### src/hdl/rol_pkg.sv
package rol_pkg;

  localparam int unsigned KeyWidth = 31;

  typedef logic [2:0] action_t;
  typedef logic [2:0] status_t;
  typedef logic [3:0] op_t;

  localparam action_t ACT_APPEND  = 3'd0;
  localparam action_t ACT_INSERT  = 3'd1;
  localparam action_t ACT_TO_HEAD = 3'd2;
  localparam action_t ACT_TO_TAIL = 3'd3;
  localparam action_t ACT_UP      = 3'd4;
  localparam action_t ACT_DOWN    = 3'd5;
  localparam action_t ACT_READ    = 3'd6;

  localparam status_t ST_DONE      = 3'd0;
  localparam status_t ST_NOT_FOUND = 3'd1;
  localparam status_t ST_AT_END    = 3'd2;
  localparam status_t ST_FULL      = 3'd3;
  localparam status_t ST_EMPTY     = 3'd4;
  localparam status_t ST_RANGE     = 3'd5;

  localparam op_t OP_NONE       = 4'd0;
  localparam op_t OP_LOAD       = 4'd1;
  localparam op_t OP_SCAN_START = 4'd2;
  localparam op_t OP_SCAN       = 4'd3;
  localparam op_t OP_READ       = 4'd4;
  localparam op_t OP_SET_SHIFT  = 4'd5;
  localparam op_t OP_SH_START   = 4'd6;
  localparam op_t OP_SH_MOVE    = 4'd7;
  localparam op_t OP_WRITE_KEY  = 4'd8;
  localparam op_t OP_RESULT     = 4'd9;

  typedef struct packed {
    op_t     op;
    status_t code;
    logic    use_key;
  } rol_cmd_t;

  typedef struct packed {
    action_t action;
    logic    full;
    logic    empty;
    logic    range_err;
    logic    match;
    logic    miss;
    logic    at_head;
    logic    at_tail;
    logic    cur_eq_end;
    logic    nxt_eq_end;
    logic    out_free;
  } rol_sts_t;

endpackage

### src/hdl/rol_ctrl.sv
module rol_ctrl (
  input  logic              clk_i,
  input  logic              rst_ni,
  input  logic              in_valid_i,
  output logic              in_ready_o,
  input  rol_pkg::rol_sts_t sts_i,
  output rol_pkg::rol_cmd_t cmd_o
);
  import rol_pkg::*;

  localparam logic [2:0] S_IDLE      = 3'd0;
  localparam logic [2:0] S_DECODE    = 3'd1;
  localparam logic [2:0] S_SCAN      = 3'd2;
  localparam logic [2:0] S_CHECK     = 3'd3;
  localparam logic [2:0] S_SH_START  = 3'd4;
  localparam logic [2:0] S_SH_MOVE   = 3'd5;
  localparam logic [2:0] S_WRITE_KEY = 3'd6;
  localparam logic [2:0] S_RESULT    = 3'd7;

  logic [2:0] state_q, state_d;
  status_t    code_q, code_d;
  logic       use_key_q, use_key_d;

  assign in_ready_o = (state_q == S_IDLE);

  always_comb begin
    state_d       = state_q;
    code_d        = code_q;
    use_key_d     = use_key_q;
    cmd_o.op      = OP_NONE;
    cmd_o.code    = code_q;
    cmd_o.use_key = use_key_q;
    case (state_q)
      S_IDLE: begin
        if (in_valid_i) begin
          cmd_o.op  = OP_LOAD;
          use_key_d = 1'b0;
          code_d    = ST_DONE;
          state_d   = S_DECODE;
        end
      end
      S_DECODE: begin
        case (sts_i.action)
          ACT_APPEND, ACT_INSERT: begin
            if (sts_i.full) begin
              code_d  = ST_FULL;
              state_d = S_RESULT;
            end else begin
              cmd_o.op = OP_SET_SHIFT;
              state_d  = S_SH_START;
            end
          end
          ACT_TO_HEAD, ACT_TO_TAIL, ACT_UP, ACT_DOWN: begin
            if (sts_i.empty) begin
              code_d  = ST_EMPTY;
              state_d = S_RESULT;
            end else begin
              cmd_o.op = OP_SCAN_START;
              state_d  = S_SCAN;
            end
          end
          ACT_READ: begin
            state_d = S_RESULT;
            if (sts_i.empty) begin
              code_d = ST_EMPTY;
            end else if (sts_i.range_err) begin
              code_d = ST_RANGE;
            end else begin
              cmd_o.op  = OP_READ;
              use_key_d = 1'b1;
            end
          end
          default: begin
            state_d = S_RESULT;
          end
        endcase
      end
      S_SCAN: begin
        if (sts_i.match) begin
          state_d = S_CHECK;
        end else if (sts_i.miss) begin
          code_d  = ST_NOT_FOUND;
          state_d = S_RESULT;
        end else begin
          cmd_o.op = OP_SCAN;
        end
      end
      S_CHECK: begin
        if ((sts_i.action == ACT_TO_HEAD || sts_i.action == ACT_UP) && sts_i.at_head) begin
          code_d  = ST_AT_END;
          state_d = S_RESULT;
        end else if ((sts_i.action == ACT_TO_TAIL || sts_i.action == ACT_DOWN) &&
                     sts_i.at_tail) begin
          code_d  = ST_AT_END;
          state_d = S_RESULT;
        end else begin
          cmd_o.op = OP_SET_SHIFT;
          state_d  = S_SH_START;
        end
      end
      S_SH_START: begin
        if (sts_i.cur_eq_end) begin
          state_d = S_WRITE_KEY;
        end else begin
          cmd_o.op = OP_SH_START;
          state_d  = S_SH_MOVE;
        end
      end
      S_SH_MOVE: begin
        cmd_o.op = OP_SH_MOVE;
        if (sts_i.nxt_eq_end) begin
          state_d = S_WRITE_KEY;
        end
      end
      S_WRITE_KEY: begin
        cmd_o.op = OP_WRITE_KEY;
        state_d  = S_RESULT;
      end
      S_RESULT: begin
        if (sts_i.out_free) begin
          cmd_o.op = OP_RESULT;
          state_d  = S_IDLE;
        end
      end
      default: begin
        state_d = S_IDLE;
      end
    endcase
  end

  always_ff @(posedge clk_i or negedge rst_ni) begin
    if (!rst_ni) begin
      state_q   <= S_IDLE;
      code_q    <= ST_DONE;
      use_key_q <= 1'b0;
    end else begin
      state_q   <= state_d;
      code_q    <= code_d;
      use_key_q <= use_key_d;
    end
  end

endmodule

### src/hdl/rol_datapath.sv
module rol_datapath #(
  parameter int unsigned DEPTH = 16
) (
  input  logic                         clk_i,
  input  logic                         rst_ni,
  input  rol_pkg::rol_cmd_t            cmd_i,
  output rol_pkg::rol_sts_t            sts_o,
  input  rol_pkg::action_t             action_i,
  input  logic [rol_pkg::KeyWidth-1:0] key_id_i,
  input  logic [3:0]                   read_index_i,
  output logic                         out_valid_o,
  input  logic                         out_ready_i,
  output rol_pkg::status_t             status_o,
  output logic [rol_pkg::KeyWidth-1:0] read_key_o,
  output logic [4:0]                   entry_count_o
);
  import rol_pkg::*;

  localparam int unsigned AW = (DEPTH > 1) ? $clog2(DEPTH) : 1;
  localparam int unsigned CW = $clog2(DEPTH + 1);
  localparam int unsigned XW = (CW > 4) ? CW : 4;

  logic [KeyWidth-1:0] mem_q [DEPTH];
  logic [KeyWidth-1:0] rd_data_q;

  action_t             action_q;
  logic [KeyWidth-1:0] key_q;
  logic [3:0]          ridx_q;
  logic [CW-1:0]       count_q;
  logic [CW-1:0]       scan_q;
  logic                chk_q;
  logic [AW-1:0]       chk_idx_q;
  logic [AW-1:0]       cur_q;
  logic [AW-1:0]       tgt_q;
  logic                dec_q;

  logic                out_valid_q;
  status_t             out_status_q;
  logic [KeyWidth-1:0] out_key_q;
  logic [4:0]          out_count_q;

  logic                mem_we;
  logic [AW-1:0]       mem_wa;
  logic [KeyWidth-1:0] mem_wd;
  logic                mem_re;
  logic [AW-1:0]       mem_ra;

  logic [AW-1:0]       n_idx;
  logic [AW-1:0]       last_idx;
  logic [AW-1:0]       nxt;
  logic [AW-1:0]       nxt2;
  logic                scan_lt_n;
  logic                is_ins;
  logic [CW+4:0]       count_ext;

  assign n_idx     = count_q[AW-1:0];
  assign last_idx  = AW'(count_q - 1'b1);
  assign nxt       = dec_q ? AW'(cur_q - 1'b1) : AW'(cur_q + 1'b1);
  assign nxt2      = dec_q ? AW'(nxt - 1'b1) : AW'(nxt + 1'b1);
  assign scan_lt_n = (scan_q < count_q);
  assign is_ins    = (action_q == ACT_APPEND) || (action_q == ACT_INSERT);
  assign count_ext = {5'b00000, count_q};

  always_comb begin
    sts_o.action     = action_q;
    sts_o.full       = (count_q == CW'(DEPTH));
    sts_o.empty      = (count_q == '0);
    sts_o.range_err  = (XW'(ridx_q) >= XW'(count_q));
    sts_o.match      = chk_q && (rd_data_q == key_q);
    sts_o.miss       = !chk_q;
    sts_o.at_head    = (chk_idx_q == '0);
    sts_o.at_tail    = (chk_idx_q == last_idx);
    sts_o.cur_eq_end = (cur_q == tgt_q);
    sts_o.nxt_eq_end = (nxt == tgt_q);
    sts_o.out_free   = !out_valid_q || out_ready_i;
  end

  always_comb begin
    mem_we = 1'b0;
    mem_wa = cur_q;
    mem_wd = rd_data_q;
    mem_re = 1'b0;
    mem_ra = nxt;
    case (cmd_i.op)
      OP_SCAN_START: begin
        mem_re = 1'b1;
        mem_ra = '0;
      end
      OP_SCAN: begin
        mem_re = scan_lt_n;
        mem_ra = scan_q[AW-1:0];
      end
      OP_READ: begin
        mem_re = 1'b1;
        mem_ra = AW'(ridx_q);
      end
      OP_SH_START: begin
        mem_re = 1'b1;
        mem_ra = nxt;
      end
      OP_SH_MOVE: begin
        mem_we = 1'b1;
        mem_wa = cur_q;
        mem_wd = rd_data_q;
        mem_re = (nxt != tgt_q);
        mem_ra = nxt2;
      end
      OP_WRITE_KEY: begin
        mem_we = 1'b1;
        mem_wa = tgt_q;
        mem_wd = key_q;
      end
      default: begin
        mem_we = 1'b0;
      end
    endcase
  end

  always_ff @(posedge clk_i) begin
    if (mem_we) begin
      mem_q[mem_wa] <= mem_wd;
    end
    if (mem_re) begin
      rd_data_q <= mem_q[mem_ra];
    end
  end

  always_ff @(posedge clk_i) begin
    case (cmd_i.op)
      OP_LOAD: begin
        action_q <= action_i;
        key_q    <= key_id_i;
        ridx_q   <= read_index_i;
      end
      OP_SCAN_START: begin
        scan_q    <= CW'(1);
        chk_q     <= 1'b1;
        chk_idx_q <= '0;
      end
      OP_SCAN: begin
        chk_q     <= scan_lt_n;
        chk_idx_q <= scan_q[AW-1:0];
        if (scan_lt_n) begin
          scan_q <= scan_q + 1'b1;
        end
      end
      OP_SET_SHIFT: begin
        case (action_q)
          ACT_APPEND: begin
            cur_q <= n_idx;
            tgt_q <= n_idx;
            dec_q <= 1'b0;
          end
          ACT_INSERT: begin
            cur_q <= n_idx;
            tgt_q <= '0;
            dec_q <= 1'b1;
          end
          ACT_TO_HEAD: begin
            cur_q <= chk_idx_q;
            tgt_q <= '0;
            dec_q <= 1'b1;
          end
          ACT_TO_TAIL: begin
            cur_q <= chk_idx_q;
            tgt_q <= last_idx;
            dec_q <= 1'b0;
          end
          ACT_UP: begin
            cur_q <= chk_idx_q;
            tgt_q <= AW'(chk_idx_q - 1'b1);
            dec_q <= 1'b1;
          end
          default: begin
            cur_q <= chk_idx_q;
            tgt_q <= AW'(chk_idx_q + 1'b1);
            dec_q <= 1'b0;
          end
        endcase
      end
      OP_SH_MOVE: begin
        cur_q <= nxt;
      end
      OP_RESULT: begin
        out_status_q <= cmd_i.code;
        out_key_q    <= cmd_i.use_key ? rd_data_q : '0;
        out_count_q  <= count_ext[4:0];
      end
      default: begin
        chk_q <= chk_q;
      end
    endcase
  end

  always_ff @(posedge clk_i or negedge rst_ni) begin
    if (!rst_ni) begin
      count_q     <= '0;
      out_valid_q <= 1'b0;
    end else begin
      if (cmd_i.op == OP_WRITE_KEY && is_ins) begin
        count_q <= count_q + 1'b1;
      end
      if (cmd_i.op == OP_RESULT) begin
        out_valid_q <= 1'b1;
      end else if (out_ready_i) begin
        out_valid_q <= 1'b0;
      end
    end
  end

  assign out_valid_o   = out_valid_q;
  assign status_o      = out_status_q;
  assign read_key_o    = out_key_q;
  assign entry_count_o = out_count_q;

endmodule

### src/hdl/reorderable_ordered_list.sv
// Ordered list of up to DEPTH 31-bit keys held in a key memory with one write and one read
// port. One command is taken at a time and answered with exactly one result transaction; the
// next command is accepted in the cycle after the result is issued. A read, an unused action
// or a refused command goes from the decode straight to the result. An append writes its key
// at the tail; an insert first shifts every entry one place towards the tail and then writes
// its key at the head. Moves first scan from the head at one entry per cycle and then shift
// one entry per cycle; a missing key ends the move after the scan. The rate is set by the key
// memory, which is read at most once per cycle during the scan and read and written at most
// once per cycle during the shift. Entry counts are reported in their low five bits.
module reorderable_ordered_list #(
  parameter int unsigned DEPTH = 16
) (
  input  logic        clk_i,
  input  logic        rst_ni,
  input  logic        s_axis_tvalid,
  output logic        s_axis_tready,
  input  logic [39:0] s_axis_tdata,  // action[2:0], key_id[33:3], read_index[37:34]
  output logic        m_axis_tvalid,
  input  logic        m_axis_tready,
  output logic [39:0] m_axis_tdata   // status[2:0], read_key[33:3], entry_count[38:34]
);
  import rol_pkg::*;

  rol_cmd_t            cmd;
  rol_sts_t            sts;
  status_t             status;
  logic [KeyWidth-1:0] read_key;
  logic [4:0]          entry_count;

  rol_ctrl u_ctrl (
    .clk_i      (clk_i),
    .rst_ni     (rst_ni),
    .in_valid_i (s_axis_tvalid),
    .in_ready_o (s_axis_tready),
    .sts_i      (sts),
    .cmd_o      (cmd)
  );

  rol_datapath #(
    .DEPTH (DEPTH)
  ) u_datapath (
    .clk_i         (clk_i),
    .rst_ni        (rst_ni),
    .cmd_i         (cmd),
    .sts_o         (sts),
    .action_i      (s_axis_tdata[2:0]),
    .key_id_i      (s_axis_tdata[33:3]),
    .read_index_i  (s_axis_tdata[37:34]),
    .out_valid_o   (m_axis_tvalid),
    .out_ready_i   (m_axis_tready),
    .status_o      (status),
    .read_key_o    (read_key),
    .entry_count_o (entry_count)
  );

  assign m_axis_tdata = {1'b0, entry_count, read_key, status};

endmodule
### config.mk
export PLATFORM = sky130hd
export DESIGN_NAME = reorderable_ordered_list
export DESIGN_NICKNAME = d
export VERILOG_FILES = /design/src/hdl/rol_pkg.sv /design/src/hdl/rol_ctrl.sv /design/src/hdl/rol_datapath.sv /design/src/hdl/reorderable_ordered_list.sv
export SDC_FILE = /design/constraint.sdc
export NUM_CORES = 1
export LEC_CHECK = 0
export ABC_AREA = 0
export BUFFER_PORTS_ARGS = -buffer_cell sky130_fd_sc_hd__buf_2
export CAP_MARGIN = 20
export CORE_ASPECT_RATIO = 2
export CORE_MARGIN = 4
export CORE_UTILIZATION = 25
export CTS_CLUSTER_DIAMETER = 200
export CTS_CLUSTER_SIZE = 40
export DETAILED_ROUTE_END_ITERATION = 12
export GPL_TIMING_DRIVEN = 0
export PLACE_DENSITY = 0.35
export SETUP_SLACK_MARGIN = 0.1
export SLEW_MARGIN = 15
export SYNTH_ARGS = -nofsm -noshare
export SYNTH_HDL_FRONTEND = slang
export SYNTH_SLANG_ARGS = --single-unit
### constraint.sdc
create_clock -name clk_i -period 5.5 [get_ports clk_i]
set_input_delay 1.1 -clock clk_i [delete_from_list [all_inputs] [get_ports clk_i]]
set_output_delay 1.1 -clock clk_i [all_outputs]
set_load 0.1 [all_outputs]
Word level (Yosys, flattened, before mapping)
Memories as Yosys holds them, arrays and structs flattened. A register that Yosys moved wholly into a read port is not among the register bits.
Cells that the tools add are included.

storage, ports and cells
  bits in registers = 109
  bits in writable memories = 496
  input bits = 44
  output and inout port bits = 42
  logic and storage cells = 160
  memories kept = 1

memories
  name              words  width  read ports  clocked after memory_dff  wr ports  line                RTL
  u_datapath.mem_q  16     31     1           1                         1         rol_datapath.sv:23  logic [KeyWidth-1:0] mem_q [DEPTH];

cells by class
  add/sub/neg operators = 9
  $lt $le $gt $ge = 2
  equal/unequal tests = 43
  mux-type cells = 60
  reductions and logical operators = 28

operator list
  cell                   count
  $mux W3                20
  $mux W4                8
  $pmux W4 S4            2
  $pmux W4 S8            1
  $eq A31 B31 Y1         1
  $mux W31               1
  $pmux W3 S8            1
  $eq A3 B3 Y1 const B   7
  $eq A4 B3 Y1 const B   4
  $pmux W4 S2            2
  $sub A4 B1 Y4 const B  4
  $ne A2 B2 Y1 const B   7
  $add A4 B1 Y4 const B  3
  $eq A3 B2 Y1 const B   4
  $eq A4 B4 Y1           3
  $pmux W3 S4            1
  $pmux W4 S3            1
  $mux W1                11
  $add A5 B1 Y5 const B  2
  $mux W2                5
  $pmux W5 S2            1
  $ne A3 B3 Y1 const B   3
  $pmux W3 S3            1
  $reduce_and A9 Y1      1
  30 further kinds       48

Logic depth before layout (Yosys ltp)
  depth in word-level cells = 11
  depth in mapped cells = 18
  gate-level depth less buffers = 12

By module
Synthesis repeated with hierarchy kept, for this count alone.

second synthesis, totals
  cell total of the unflattened synthesis = 1,782
  area total of the unflattened synthesis = 26,738.1 sq um

by module, submodules not included
  module                    times used  cells an instance  area each (sq um)
  rol_datapath              1           1,683              25,993.7
  rol_ctrl                  1           97                 733.2
  reorderable_ordered_list  1           2                  11.3

Worst setup path before layout
No wires, ideal clock.

  kind = input-to-reg
  from = in m_axis_tready
  to = reg u_datapath.rd_data_q[0] (read register of u_datapath.mem_q) (data pin)
  library setup time = 0.167 ns
  arrival = 5.213 ns
  data required time = 5.333 ns
  path slack = 0.120 ns
  cell stages on the path = 10
  buffers on the path = 2
  cell sequence = nand2b_1 -> nor2b_1 -> nor2_1 -> and3b_1 -> buf_2 -> a211o_1 -> nor2_2 -> buf_2 -> mux2_2 -> a221oi_2

on the way
  cells in the longest elaborated chain, start to end = 6
  elaborated cells on any way between the ends = 11

RTL lines
  item                                                 line                            RTL
  start, declared                                      reorderable_ordered_list.sv:19  input logic m_axis_tready,
  $logic_or A1 B1 Y1 (*)                               rol_datapath.sv:75              sts_o.out_free = !out_valid_q || out_ready_i;
  $mux W4 (*)                                          rol_ctrl.sv:120                 if (sts_i.out_free) begin
  $pmux W4 S8 (*)                                      rol_ctrl.sv:33                  case (state_q)
  $eq A4 B3 Y1 / $eq A4 B2 Y1 (equally long branches)  rol_datapath.sv:84              case (cmd_i.op)
  $reduce_or A3 Y1 (no source line)                    --
  $pmux W1 S3                                          rol_datapath.sv:84
  end, declared                                        rol_datapath.sv:24              logic [KeyWidth-1:0] rd_data_q;

Mark *: on every way between the ends. The rest lies on a longest branch, timed or not.
A chain may end at the register's enable or synchronous reset.

Final worst setup path
  from = reg u_datapath.rd_data_q[3] (read register of u_datapath.mem_q)
  to = reg u_datapath.rd_data_q[4] (read register of u_datapath.mem_q) (data pin)

on the way
  cells in the longest elaborated chain, start to end = 7
  elaborated cells on any way between the ends = 12

RTL lines
  item                                                 line                RTL
  $eq A31 B31 Y1 (*)                                   rol_datapath.sv:69  sts_o.match = chk_q && (rd_data_q == key_q);
  $logic_and A1 B1 Y1 (*)                              rol_datapath.sv:69
  $mux W4 (*)                                          rol_ctrl.sv:79      if (sts_i.match) begin
  $pmux W4 S8 (*)                                      rol_ctrl.sv:33
  $eq A4 B3 Y1 / $eq A4 B2 Y1 (equally long branches)  rol_datapath.sv:84
  $reduce_or A3 Y1 (no source line)                    --
  $pmux W1 S3                                          rol_datapath.sv:84

Marks and branches as above.

==> impl_metrics.toml <==
[global_routing]
overflow = 0
grt_pass1_wl_um = 135000
grt_pass1_vias = 17000
grt_max_degree = 42
antenna_found_initial = 2
track_usage_pct = 16.3

[cts]
cts_hold_buffers = 0
htree_levels = 1
numCtsBuffers = 19
clk_path_buf_depth = 3
clock_latency_ns = 0.62
root_buffer = "clkbuf_16"
clock-sinks = 636
cts_tree = "done"
cts.clk_slew.worst_paths_ns = 0.16

[route]
wl_per_cell_um = 29.3
wl_um = 97600
drt_drc_violations_left = 0
first_iter_violations = 1152
drtAntennaViolNets = 0
via_per_inst = 4.90
vias = 16300
firstDrtPassIters = 5

[yosys]
synthArstFlopShare_pct = 2.04
ys_ff_latch = 636
synth-edff-count = 623
yosys_warnings = 0
synth_nets = 1858
synth_area_mm2 = 0.0276
yosysSeqAreaShare_pct = 68.9
syn_avg_cell_area_um2 = 15.4
netlist_instances = 1796
yosysUniqueCellTypes = 70
synth-main-ff-cell = "edfxtp_1"

[floorplan]
ioPinCount = 86
num_rows = 172
die_w_um = 243
dieArea_mm2 = 0.116
initial_core_util_pct = 25.2
core_mm2 = 0.110
die_y_um = 478

[worst_setup_path]
worstReg2RegEnd = "u_datapath.rd_data_q[4]$_DFFE_PP_"
cp-start-kind = "flop"
crit_fanout = 10
reg2reg_depth = 16
r2r_start = "u_datapath.rd_data_q[3]$_DFFE_PP_"
critPathCapture = "u_datapath.rd_data_q[4]$_DFFE_PP_"
required_ns = 5.91
crit_start = "u_datapath.rd_data_q[3]$_DFFE_PP_"
crit_arrival_ns = 5.62
regToRegSetupSlack_ns = 0.28
crit_type = "flop to flop"
cp-end-kind = "flop"

[place]
post-dp-hpwl_um = 72800
port_buffers = 82
place_congestion = 0.832
place_area_mm2 = 0.0306

[layout]
area_delta_synth_final_pct = 13.0
layout_common_cells = "623 x edfxtp_1, 221 x nand4_1, 128 x mux2i_1"
design_area_mm2 = 0.0312
nets = 1997
final_common_cell = "edfxtp_1"
final.fill_count = 11100
layout-drive-gt1-share_pct = 18.9

[sta]
setup_viol = 0
max_freq_ghz = 0.192
slew_violations = 0
rsz0062_at_grt = "no"
slew_headroom_pct = 29.2
skew_ns = 0.0287
fin_crit_ns = 5.22
worst_pin_slew_ns = 1.06
post-route-period-util_pct = 94.8
hold_viol = 0

[min_path]
hp-class = "input pin to async pin"

[run]
cap_viol_max_count = 0

[run_status]
status = "finished, final reports clean"
==> metal layers <==
| metal | global-route usage, % | share of wire, % |
|---|---|---|
| met5 | 0 | 0 |
| met4 | 6.83 | 4.8 |
| met3 | 1.61 | 3.0 |
| met2 | 32.0 | 56 |
| met1 | 17.6 | 37 |
==> registers in the layout (all words and copies together), names as in the netlist, 3 cells and up <==
| signal | count |
|---|---|
| u_datapath.scan_q | 5 |
| u_ctrl.code_q | 3 |
| u_datapath.ridx_q | 4 |
| u_datapath.read_key_o | 31 |
| u_datapath.tgt_q | 4 |
| u_datapath.mem_q | 496 |
| u_datapath.key_q | 31 |
| u_datapath.rd_data_q | 31 |
| u_datapath.entry_count_o | 5 |
| u_ctrl.state_q | 3 |
| u_datapath.count_q | 5 |
| u_datapath.chk_idx_q | 4 |
| u_datapath.action_q | 3 |
| u_datapath.cur_q | 4 |
| u_datapath.status_o | 3 |
==> critical path, cell delays in order, from the launching register on <==
cell and delay [ns]:
edfxtp_1 0.56, xor2_1 0.27, nor4_1 0.46, nand4_1 0.47
o21a_1 0.32, clkbuf_1 0.27, nor3b_2 0.41, and2_1 0.20
buf_4 0.25, nor3_2 0.07, buf_6 0.16, buf_12 0.15
buf_6 0.18, buf_2 0.22, o2111ai_1 0.44, nand4_1 0.21
a221oi_2 0.32
==> worst min path at each step <==
| stage | startpoint | to |
|---|---|---|
| floorplan | u_ctrl.code_q[1]$_DFFE_PN0P_ | u_datapath.status_o[1]$_DFFE_PP_ |
| global placement | u_datapath.count_q[3]$_DFFE_PN0P_ | u_datapath.entry_count_o[3]$_DFFE_PP_ |
| detailed placement | u_datapath.count_q[2]$_DFFE_PN0P_ | u_datapath.entry_count_o[2]$_DFFE_PP_ |
| CTS | rst_ni | u_datapath.count_q[0]$_DFFE_PN0P_ |
| global route | rst_ni | u_datapath.count_q[0]$_DFFE_PN0P_ |
| finish | rst_ni | u_ctrl.use_key_q$_DFFE_PN0P_ |
==> synth_stat cells, drive strengths merged, types with 3 or more instances <==
master     n  share of area (%)
nand2     27               0.39
nor2b      6               0.14
a211oi    10               0.40
o211ai     4               0.11
ha        16               0.72
nor3b      4               0.13
o2111ai   62                2.0
nand3      5              0.091
clkbuf    77                1.0
nand2b     7               0.16
a21o       3              0.081
buf       66                1.6
nor4      10               0.28
edfxtp   623                 68
o31ai     65                1.8
nor2      49               0.69
mux2      95                3.9
and2      41               0.94
inv       81                1.1
o21ai     18               0.37
nand4    221                5.0
mux2i    128                4.6
dfrtp     13                1.2
nor3      13               0.31
and3       3              0.068
a21oi     22               0.43
a31oi      3              0.068
a211o      3              0.095
a221oi    34                1.8
xnor2     15               0.48
xor2      45                1.4
==> what timing repair did <==
item                       4_1_cts  5_1_grt
setup endpoints to repair       31        6
buffers inserted                 0        0
pin swaps                        0        1
resized for setup                5        2
==> final cells by class <==
type | instances | area [um2] | area share [%]
sequential | 636 | 19000 | 61.0
multi-input combinational | 936 | 7730 | 24.8
tap | 1392 | 1740 | 5.58
timing repair buffer | 118 | 1130 | 3.61
buffer | 143 | 744 | 2.38
clock buffer | 26 | 502 | 1.61
inverter | 81 | 304 | 0.974
clock inverter | 1 | 30.0 | 0.0962
antenna | 1 | 2.50 | 0.00802
==> stage by stage <==
step | hold slack (ns) | utilization [%] | worst slack, ns | TNS [ns] | instances
2_1_floorplan | 0.419 | - | 0.120 | 0 | 1796
3_3_place_gp | 0.433 | 27.1 | -4.20 | -633.62 | 3270
3_5_place_dp | 0.433 | 27.9 | -0.314 | -3.03 | 3306
4_1_cts | 0.350 | 28.4 | 0.0501 | 0 | 3333
5_1_grt | 0.374 | 28.4 | 0.102 | 0 | 3334
6_report | 0.373 | 28.4 | 0.284 | 0 | 3334
==> cells by family after synthesis <==
family | count (synthesis) | share of synthesized area [%]
AO/OA/AOI/OAI | 237 | 7.47
AND/OR/NAND/NOR | 396 | 8.50
buffers and inverters | 224 | 3.79
XOR/XNOR | 61 | 1.98
other | 1 | 0.0136
flip-flops | 636 | 68.9
adder cells (fa/ha/maj) | 18 | 0.869
multiplexers | 223 | 8.51
Power is not shown: default switching activity piles up to over one toggle a cycle in this logic, so the estimate is an artifact.
